**src/sv/vfc_pkg.sv**
```systemverilog
package vfc_pkg;

  typedef enum logic [1:0] {
    REQ_CAM   = 2'd0,
    REQ_BOX   = 2'd1,
    REQ_BOXXZ = 2'd2,
    REQ_POINT = 2'd3
  } req_e;

  localparam logic [2:0] CFG_NEAR   = 3'd0;
  localparam logic [2:0] CFG_FAR    = 3'd1;
  localparam logic [2:0] CFG_LEFT   = 3'd2;
  localparam logic [2:0] CFG_RIGHT  = 3'd3;
  localparam logic [2:0] CFG_BOTTOM = 3'd4;
  localparam logic [2:0] CFG_TOP    = 3'd5;

  localparam logic [2:0] PLANE_LEFT   = 3'd0;
  localparam logic [2:0] PLANE_RIGHT  = 3'd1;
  localparam logic [2:0] PLANE_BOTTOM = 3'd2;
  localparam logic [2:0] PLANE_TOP    = 3'd3;
  localparam logic [2:0] PLANE_NEAR   = 3'd4;
  localparam logic [2:0] PLANE_FAR    = 3'd5;
  localparam logic [2:0] PLANE_NONE   = 3'd6;

  typedef struct packed {
    logic [1:0]         req_type;
    logic signed [31:0] ax;
    logic signed [31:0] ay;
    logic signed [31:0] az;
    logic signed [31:0] bx;
    logic signed [31:0] by;
    logic signed [31:0] bz;
    logic signed [31:0] cx;
    logic signed [31:0] cy;
    logic signed [31:0] cz;
  } item_t;

  typedef struct packed {
    logic [30:0]        near_dist;
    logic [30:0]        far_dist;
    logic signed [31:0] left_edge;
    logic signed [31:0] right_edge;
    logic signed [31:0] bottom_edge;
    logic signed [31:0] top_edge;
  } cfg_t;

  function automatic logic signed [65:0] ext32(input logic signed [31:0] x);
    return {{34{x[31]}}, x};
  endfunction

  function automatic logic signed [65:0] ext64(input logic signed [63:0] x);
    return {{2{x[63]}}, x};
  endfunction

  function automatic logic signed [32:0] sx33(input logic signed [31:0] x);
    return {x[31], x};
  endfunction

  // Clamp to the signed 32 bit range
  function automatic logic signed [31:0] sat32(input logic signed [65:0] v);
    logic signed [31:0] r;
    if (v > 66'sd2147483647) begin
      r = 32'sh7fffffff;
    end else if (v < -66'sd2147483648) begin
      r = 32'sh80000000;
    end else begin
      r = v[31:0];
    end
    return r;
  endfunction

  function automatic logic fits32(input logic signed [63:0] v);
    return (&v[63:31]) | ~(|v[63:31]);
  endfunction

  // Cyclic neighbors of a vector component
  function automatic logic [1:0] nx1(input logic [1:0] i);
    return (i == 2'd2) ? 2'd0 : i + 2'd1;
  endfunction

  function automatic logic [1:0] nx2(input logic [1:0] i);
    return (i == 2'd0) ? 2'd2 : i - 2'd1;
  endfunction

  // Plane order of a point test: sides, far, then near
  function automatic logic [2:0] point_plane(input logic [2:0] idx);
    logic [2:0] r;
    case (idx)
      3'd4:    r = PLANE_FAR;
      3'd5:    r = PLANE_NEAR;
      default: r = idx;
    endcase
    return r;
  endfunction

endpackage

```
**src/sv/vfc_front.sv**
```systemverilog
module vfc_front (
  input  logic                clk_i,
  input  logic                rst_ni,
  input  logic                in_valid_i,
  output logic                in_stall_o,
  input  vfc_pkg::item_t      in_item_i,
  output logic                q_valid_o,
  output vfc_pkg::item_t      q_item_o,
  input  logic                q_pop_i
);

  vfc_pkg::item_t mem_q [2];
  logic           wp_q, rp_q;
  logic [1:0]     cnt_q;
  logic           push, pop;

  assign in_stall_o = (cnt_q == 2'd2);
  assign push       = in_valid_i & ~in_stall_o;
  assign pop        = q_pop_i & (cnt_q != 2'd0);
  assign q_valid_o  = (cnt_q != 2'd0);
  assign q_item_o   = mem_q[rp_q];

  // Queue requests between front and back
  always_ff @(posedge clk_i) begin
    if (push) begin
      mem_q[wp_q] <= in_item_i;
    end
  end

  always_ff @(posedge clk_i or negedge rst_ni) begin
    if (!rst_ni) begin
      wp_q  <= 1'b0;
      rp_q  <= 1'b0;
      cnt_q <= 2'd0;
    end else begin
      if (push) begin
        wp_q <= ~wp_q;
      end
      if (pop) begin
        rp_q <= ~rp_q;
      end
      cnt_q <= cnt_q + {1'b0, push} - {1'b0, pop};
    end
  end

endmodule

```
**config.mk**
```make
export PLATFORM = sky130hd
export DESIGN_NAME = vfc_front
export DESIGN_NICKNAME = d
export VERILOG_FILES = /design/src/sv/vfc_pkg.sv /design/src/sv/vfc_front.sv
export SDC_FILE = /design/constraint.sdc
export NUM_CORES = 1
export LEC_CHECK = 0
export ABC_AREA = 0
export BUFFER_PORTS_ARGS = -buffer_cell sky130_fd_sc_hd__buf_2
export CAP_MARGIN = 5
export CORE_AREA = 3 3 226 228
export CTS_CLUSTER_SIZE = 20
export DETAILED_ROUTE_END_ITERATION = 6
export DIE_AREA = 0 0 229 231
export PLACE_DENSITY = 0.8
export SLEW_MARGIN = 20
export SYNTH_ARGS = -nofsm -noshare
export SYNTH_HDL_FRONTEND = slang
export SYNTH_SLANG_ARGS = --single-unit
```
**constraint.sdc**
```tcl
create_clock -name clk_i -period 19.95 [get_ports clk_i]
set_input_delay 0.9975 -clock clk_i [delete_from_list [all_inputs] [get_ports clk_i]]
set_output_delay 0.9975 -clock clk_i [all_outputs]
set_load 0.02 [all_outputs]
```
* After elaboration in Yosys (flattened, before gate mapping)
Memory sizes are Yosys's and may differ from the RTL's.
Cells that the tools add are included.
** Storage, ports and cells
- Bits in registers :: 4
- Bits in writable memories :: 580
- Input bits :: 294
- Output and inout port bits :: 292
- Logic and storage cells :: 15
- Memories kept :: 1
** Cells by class
- $add $sub $neg :: 2
- Equal/unequal tests :: 1
- Multiplexer cells :: 2
- Bitwise gates (word level) :: 5
- Reductions and logical operators :: 1
** Memories
- mem_q :: words 2, width 290, rd ports 1, clocked after memory_dff 0, write ports 1, RTL line vfc_front.sv:12 : vfc_pkg::item_t mem_q [2];
** Operator list (number)
- inverter 1 bit :: 3
- adder 2 x 1 -> 2 bit :: 1
- bitwise AND 1 bit :: 2
- == test 2 bit, second input constant :: 1
- two-way mux 1 bit :: 2
- nonzero test 2 bit :: 1
- subtractor 2 x 1 -> 2 bit :: 1

* Depth between registers and ports, before layout
Gate-level depths: netlist (run 1).
- Depth in word-level cells :: 5
- Gate-level depth with buffers :: 7
- Mapped depth without buffers :: 7

* Least setup slack after synthesis (run 1)
No wires, ideal clock.
- Path type :: input-to-reg
- Start :: input in_valid_i
- End :: memory mem_q[0][0] (netlist name), enable pin
- Setup time :: 0.947 ns
- Data arrival time :: 13.099 ns
- Data required time :: 19.003 ns
- Setup slack :: 5.905 ns
- Stages on the path :: 2
- Buffers on the path :: 0
- Cells stage by stage :: nand2_1 > nor2_1
** On the way
- Word-level cells in the longest chain between the ends :: 3
** RTL lines
- from (decl) :: RTL line vfc_front.sv:4 : input logic in_valid_i,
- bitwise AND 1 bit :: RTL line vfc_front.sv:18 : assign push = in_valid_i & ~in_stall_o;
- two-way mux 1 bit :: RTL line vfc_front.sv:25 : if (push) begin
- two-way mux 1 bit (not written as such) :: RTL line vfc_front.sv:26 : mem_q[wp_q] <= in_item_i;
- to (decl) :: RTL line vfc_front.sv:12
Every way passes these cells.

==> results of run 1 <==
[kinds of logic (layout without fill, tap and decap cells)]
kind of cell	after synthesis	count (layout)	share of synthesized area [%]
simple gates	6	6	0.153
xor+xnor	4	4	0.164
buf+inv	34	700	2.03
flops	584	584	82.2
mux	290	290	15.3
fa+ha+maj	2	2	0.117
other cells	0	12	0
[layer usage]
| layer | up-vias | global-route usage, % | wire (um) |
|---|---|---|---|
| met5 | - | 0 | 34 |
| met4 | 6 | 7.39 | 1510 |
| met3 | 101 | 5.70 | 4340 |
| met2 | 546 | 30.0 | 24600 |
| met1 | 5469 | 19.6 | 16700 |
| li1 | 4956 | - | - |
[worst paths after layout]
path | start | endpoint | slack, ns
min | rst_ni | rp_q | 0.22
min in group clk_i | cnt_q[0] | cnt_q[0] | 0.53
max | rp_q | q_item_o[17] | 14.89
min reg2reg | cnt_q[0] | cnt_q[0] | 0.53
max reg2reg | cnt_q[1] | mem_q[0][13] | 16.59
max in group asynchronous | rst_ni | rp_q | 19.59
[area by class of cell]
cell class / count / area (sq um)
diodes: 12 / 30.0
clock buffers: 63 / 1450
clock inverters: 39 / 468
fillers: 3729 / 22400
inverters: 2 / 7.51
multi-input cells: 302 / 3370
flip-flops and latches: 584 / 17500
well taps: 664 / 831
repair buffers: 596 / 3010
[power by group]
part	leakage [nW]	switching, mW	internal, mW	total (mW)
logic	3.55	0.820	0.492	1.31
clock network	0.933	0.432	0.652	1.08
registers	5.43	0.0958	1.68	1.78
total	9.92	1.35	2.83	4.17
[sequential cells by signal, indices dropped and copies added, names as in the netlist]
| name | count |
|---|---|
| rp_q | 1 |
| wp_q | 1 |
| cnt_q | 2 |
| mem_q | 580 |
[stage by stage]
stage	util, %	total power [mW]	hold slack [ns]	instances	worst slack, ns
6_report	54.4	4.17	0.219	2262	14.89
5_1_grt	54.4	4.35	0.187	2260	14.63
4_1_cts	54.3	4.22	0.165	2250	14.83
3_5_place_dp	50.4	3.12	0.529	2148	15.50
3_3_place_gp	50.4	3.10	0.501	2148	15.59
2_1_floorplan	-	2.84	0.461	920	5.90
[placed cells by master, fill, tap and decap left out, drive strengths merged]
cell and n:
buf 596, nand2 1, xnor2 3, edfxtp 580, nor2 1, xor2 1
and3 1, dfrtp 4, ha 2, or2 1, clkbuf 63, inv 5
bufinv 10, mux2 290, diode 12, clkinv 22, and2 1, clkinvlp 4
nand2b 1
==> impl_metrics.py, run 1 <==
metrics = {
    "placement": {
        "placed_cell_area_sq_um": 24700,
        "dp_hpwl_mm": 33.0,
        "routabilityCongestion": 0.907,
        "port-buffer-count": 585,
    },
    "grt": {
        "grt_pass1_vias": 11900,
        "antenna_found_initial": 15,
        "gr-total-overflow": 0,
        "grt_max_degree": 81,
        "grt_use_total_pct": 17.3,
        "grt_first_pass_wirelength_mm": 69.6,
    },
    "logic_synthesis": {
        "synthArstFlopShare_pct": 0.685,
        "synth_edf_count": 580,
        "yosysWarnings": 0,
        "synth.top_cells.by_area": "edfxtp_1, mux2_2, clkbuf_8",
        "synth-seq-cells": 584,
        "syn_area_per_cell_sq_um": 23.2,
        "synth_ff_type": "edfxtp_1",
        "syn_nets": 1216,
        "synthDistinctLibCells": 15,
        "yosys-top-cells-count": "edfxtp_1, mux2_2, clkbuf_8",
        "synth_area_sq_um": 21300,
        "synth_most_common_cell": "edfxtp_1",
        "ys_seq_area_share_pct": 82.2,
        "yosys.area.top_type_share_pct": 81.7,
        "synth_cells": 920,
        "yosysTopAreaCell": "edfxtp_1",
    },
    "worst_hold_path": {
        "hold_class": "in2async",
    },
    "detailed_routing": {
        "drc": 0,
        "wl_per_cell_um": 20.9,
        "drt_iter0_markers": 617,
        "first_pass_iters": 4,
        "drt-vias-per-instance": 4.90,
        "ant_nets": 0,
        "drt-total-wl_mm": 47.2,
        "vias": 11100,
    },
    "clock_tree": {
        "insertion_delay_ns": 0.58,
        "path_clk_slew_ns": 0.06,
        "cts_setup_buffers": 0,
        "htree_levels": 2,
        "root_buffer": "clkbuf_16",
        "cts_tree": "built",
        "cts_hold_buf": 0,
        "cts_buffer_depth": 3,
        "cts.repair.resized": 0,
        "cts_inserted_buffers": 56,
        "clock_sinks": 584,
    },
    "layout": {
        "synthToLayoutAreaGrowth_pct": 25.3,
        "nets": 1838,
        "drive_gt1_share_pct": 61.7,
        "final_area_sq_um": 26700,
    },
    "setup_path": {
        "endpoint_kind": "output pin",
        "worst-path-buf-inv": 3,
        "cp.depth": 4,
        "cp.arrival_ns": 4.07,
        "path_cells": "buf_4 -> buf_4 -> mux2_2 -> buf_2",
        "cp_slowest_cell": "dfrtp_4",
        "critical_path_class": "reg2out",
        "start_kind": "flip-flop",
        "cpMostUsedCell": "buf_4",
        "cp_max_fo": 79,
        "r2r_cells": 5,
        "max_stage_delay_ns": 1.06,
        "critical_path_required_ns": 18.95,
        "path_delay_family": "buffers and inverters",
    },
    "sta": {
        "tns_ns": 0,
        "fmax_ghz": 0.198,
        "hold_viol": 0,
        "fin_skew_ns": 0.0115,
        "worstMarginPinSlew_ns": 1.08,
        "rsz0062_at_grt": "false",
        "setup_viol": 0,
        "fin_crit_sh_pct": 25.4,
        "fin_crit_ns": 5.06,
        "slew_headroom_pct": 28.3,
        "slew_violations": 0,
    },
    "die": {
        "initial_utilization_pct": 43.4,
        "die_width_um": 229,
        "placementRows": 81,
        "core_area_sq_um": 49100,
        "dieArea_sq_um": 52900,
        "ios": 586,
        "die_h_um": 231,
    },
    "pwr": {
        "power.leakage_nw": 9.92,
        "peakVddDrop_v": 0.000105,
        "p_per_area_nw_per_um2": 156,
    },
    "status": {
        "outcome": "complete, no violations",
    },
    "job": {
        "drv_cap": 0,
    },
}
No activity file was read; power rests on OpenSTA's default activity.
==> inputs of run 2 (changes only) <==
==> constraint.sdc (replaced) <==
create_clock -name clk_i -period 5 [get_ports clk_i]
set_input_delay 0.25 -clock clk_i [delete_from_list [all_inputs] [get_ports clk_i]]
set_output_delay 0.25 -clock clk_i [all_outputs]
set_load 0.02 [all_outputs]
==> impl_metrics.py, run 2 (synthesis gave the netlist of run 1 again) <==
metrics = {
    "detailed_routing": {
        "wl_per_cell_um": 21.3,
        "drc": 0,
        "drt-vias-per-instance": 4.86,
        "drt_iter0_markers": 811,
        "met1_length_mm": 19.3,
        "top_layer": "met5",
        "wl_met3_mm": 4.08,
        "wl_met2_mm": 29.1,
        "drt-total-wl_mm": 54.1,
        "ant_nets": 0,
        "first_pass_iters": 7,
        "vias": 12400,
    },
    "sta": {
        "slew_violations": 0,
        "setup_viol": 0,
        "hold_viol": 0,
        "slew_headroom_pct": 37.5,
        "worstMarginPinSlew_ns": 0.938,
        "fmax_ghz": 0.324,
        "whs_ns": 0.0420,
        "fin_crit_ns": 3.09,
        "rsz0062_at_grt": "false",
        "fin_skew_ns": 0.0217,
        "fin_crit_sh_pct": 61.7,
    },
    "clock_tree": {
        "cts_buffer_depth": 3,
        "cts.repair.resized": 0,
        "clock_sinks": 584,
        "insertion_delay_ns": 0.59,
        "cts_tree": "built",
        "cts_inserted_buffers": 56,
        "root_buffer": "clkbuf_16",
        "htree_levels": 2,
        "path_clk_slew_ns": 0.05,
        "cts_setup_buffers": 0,
    },
    "pwr": {
        "power.internal_mw": 11.0,
        "p_clk_share_pct": 23.6,
        "peakVddDrop_v": 0.000440,
        "power.leakage_nw": 11.0,
        "p_sw_mw": 5.58,
        "switching_share_pct": 33.6,
        "p_total_mw": 16.6,
        "comb_power_share_pct": 33.9,
        "pwr-share-seq_pct": 42.5,
        "p_per_area_nw_per_um2": 565,
    },
    "layout": {
        "drive_gt1_share_pct": 51.1,
        "fin_cells": 2542,
        "largest_reg_flops": 580,
        "final_cell_mix": "buf_2, edfxtp_1, dlygate4sd3_1, mux2_2, clkbuf_16",
        "top_regs": "mem_q x580, cnt_q x2",
        "final_common_cell": "buf_2",
        "largest_register": "mem_q",
        "synthToLayoutAreaGrowth_pct": 38.1,
        "nets": 2129,
    },
    "grt": {
        "grt_first_pass_wirelength_mm": 81.4,
        "antenna_found_initial": 6,
        "grt_max_degree": 147,
        "gr-total-overflow": 0,
        "grt_pass1_vias": 13600,
        "grt_use_total_pct": 19.9,
    },
    "setup_path": {
        "endpoint_kind": "output pin",
        "critical_path_required_ns": 4.75,
        "cp.arrival_ns": 2.84,
        "start_kind": "flip-flop",
        "cp_max_fo": 55,
        "critical_path_class": "reg2out",
    },
    "die": {
        "dieArea_sq_um": 52900,
        "core_area_sq_um": 49100,
        "placementRows": 81,
        "ios": 586,
        "die_h_um": 231,
        "initial_utilization_pct": 43.4,
        "die_width_um": 229,
    },
    "placement": {
        "port-buffer-count": 585,
        "routabilityCongestion": 0.835,
        "dp.cells": 2146,
        "dp_hpwl_mm": 31.6,
    },
    "job": {
        "drv_cap": 0,
    },
    "status": {
        "outcome": "complete, no violations",
    },
    "worst_hold_path": {
        "hold_class": "in2reg",
    },
}
==> run 2: changes by cell type in the layout (fill, tap and decap cells not counted), sizes merged, moves of 3 or more <==
cell,change
bufinv,-8
clkbuf,+6
clkinvlp,-4
diode,-10
dlygate4sd3,+293
inv,+3
==> run 2: final cells by class <==
cell class / count / area [sq um]
Clock buffer: 69 / 1470
Clock inverter: 32 / 209
Multi-Input combinational cell: 302 / 3370
Timing Repair Buffer: 887 / 6000
Fill cell: 3372 / 19600
Sequential cell: 584 / 17500
Antenna cell: 2 / 5.00
Tap cell: 664 / 831
Inverter: 2 / 7.51
==> run 2: worst max-delay path: stages, from the launching register on <==
cell and delay, ns:
dfrtp_4 0.95, buf_4 0.65, mux2_2 0.43, buf_2 0.17
==> run 2: per-layer routing <==
metal  global-route usage [%]  vias up
li1                         -     5513
met1                     22.3     6128
met2                     37.0      596
met3                     5.10      108
met4                     6.73        6
met5                        0        -
==> run 2: final timing paths <==
check	from	end	slack (ns)	cells past startpoint
max	rp_q	q_item_o[198]	1.91	3
min	q_pop_i	rp_q	0.04	3
max reg2reg	cnt_q[1]	mem_q[1][208]	2.71	3
min reg2reg	cnt_q[0]	cnt_q[0]	0.53	1
max in group asynchronous	rst_ni	rp_q	4.22	3
min in group asynchronous	rst_ni	wp_q	0.58	3
==> run 2: power groups by stage <==
stage / registers [mW] / clock network, mW / logic (mW)
final: 7.06 / 3.93 / 5.63
after global routing: 7.15 / 4.21 / 5.91
after floorplan: 7.11 / 0 / 3.89
after global placement: 7.05 / 0 / 5.32
after CTS: 7.03 / 3.98 / 5.60
after detailed placement: 7.12 / 0 / 5.37
==> run 2: what timing repair did <==
action                                  CTS  global route
endpoints found under the setup margin    0             0
hold buffers                            293             0
endpoints found under the hold margin   585             0
==> run 2: per-stage QoR <==
step / setup slack (ns) / instance area, sq um / util [%] / setup TNS, ns
floorplan: -0.310 / 21300 / - / -89.88
global placement: 2.57 / 24800 / 50.6 / 0
detailed placement: 2.56 / 24800 / 50.6 / 0
CTS: 1.90 / 29400 / 60.0 / 0
global route: 1.79 / 29400 / 60.0 / 0
finish: 1.91 / 29400 / 60.0 / 0
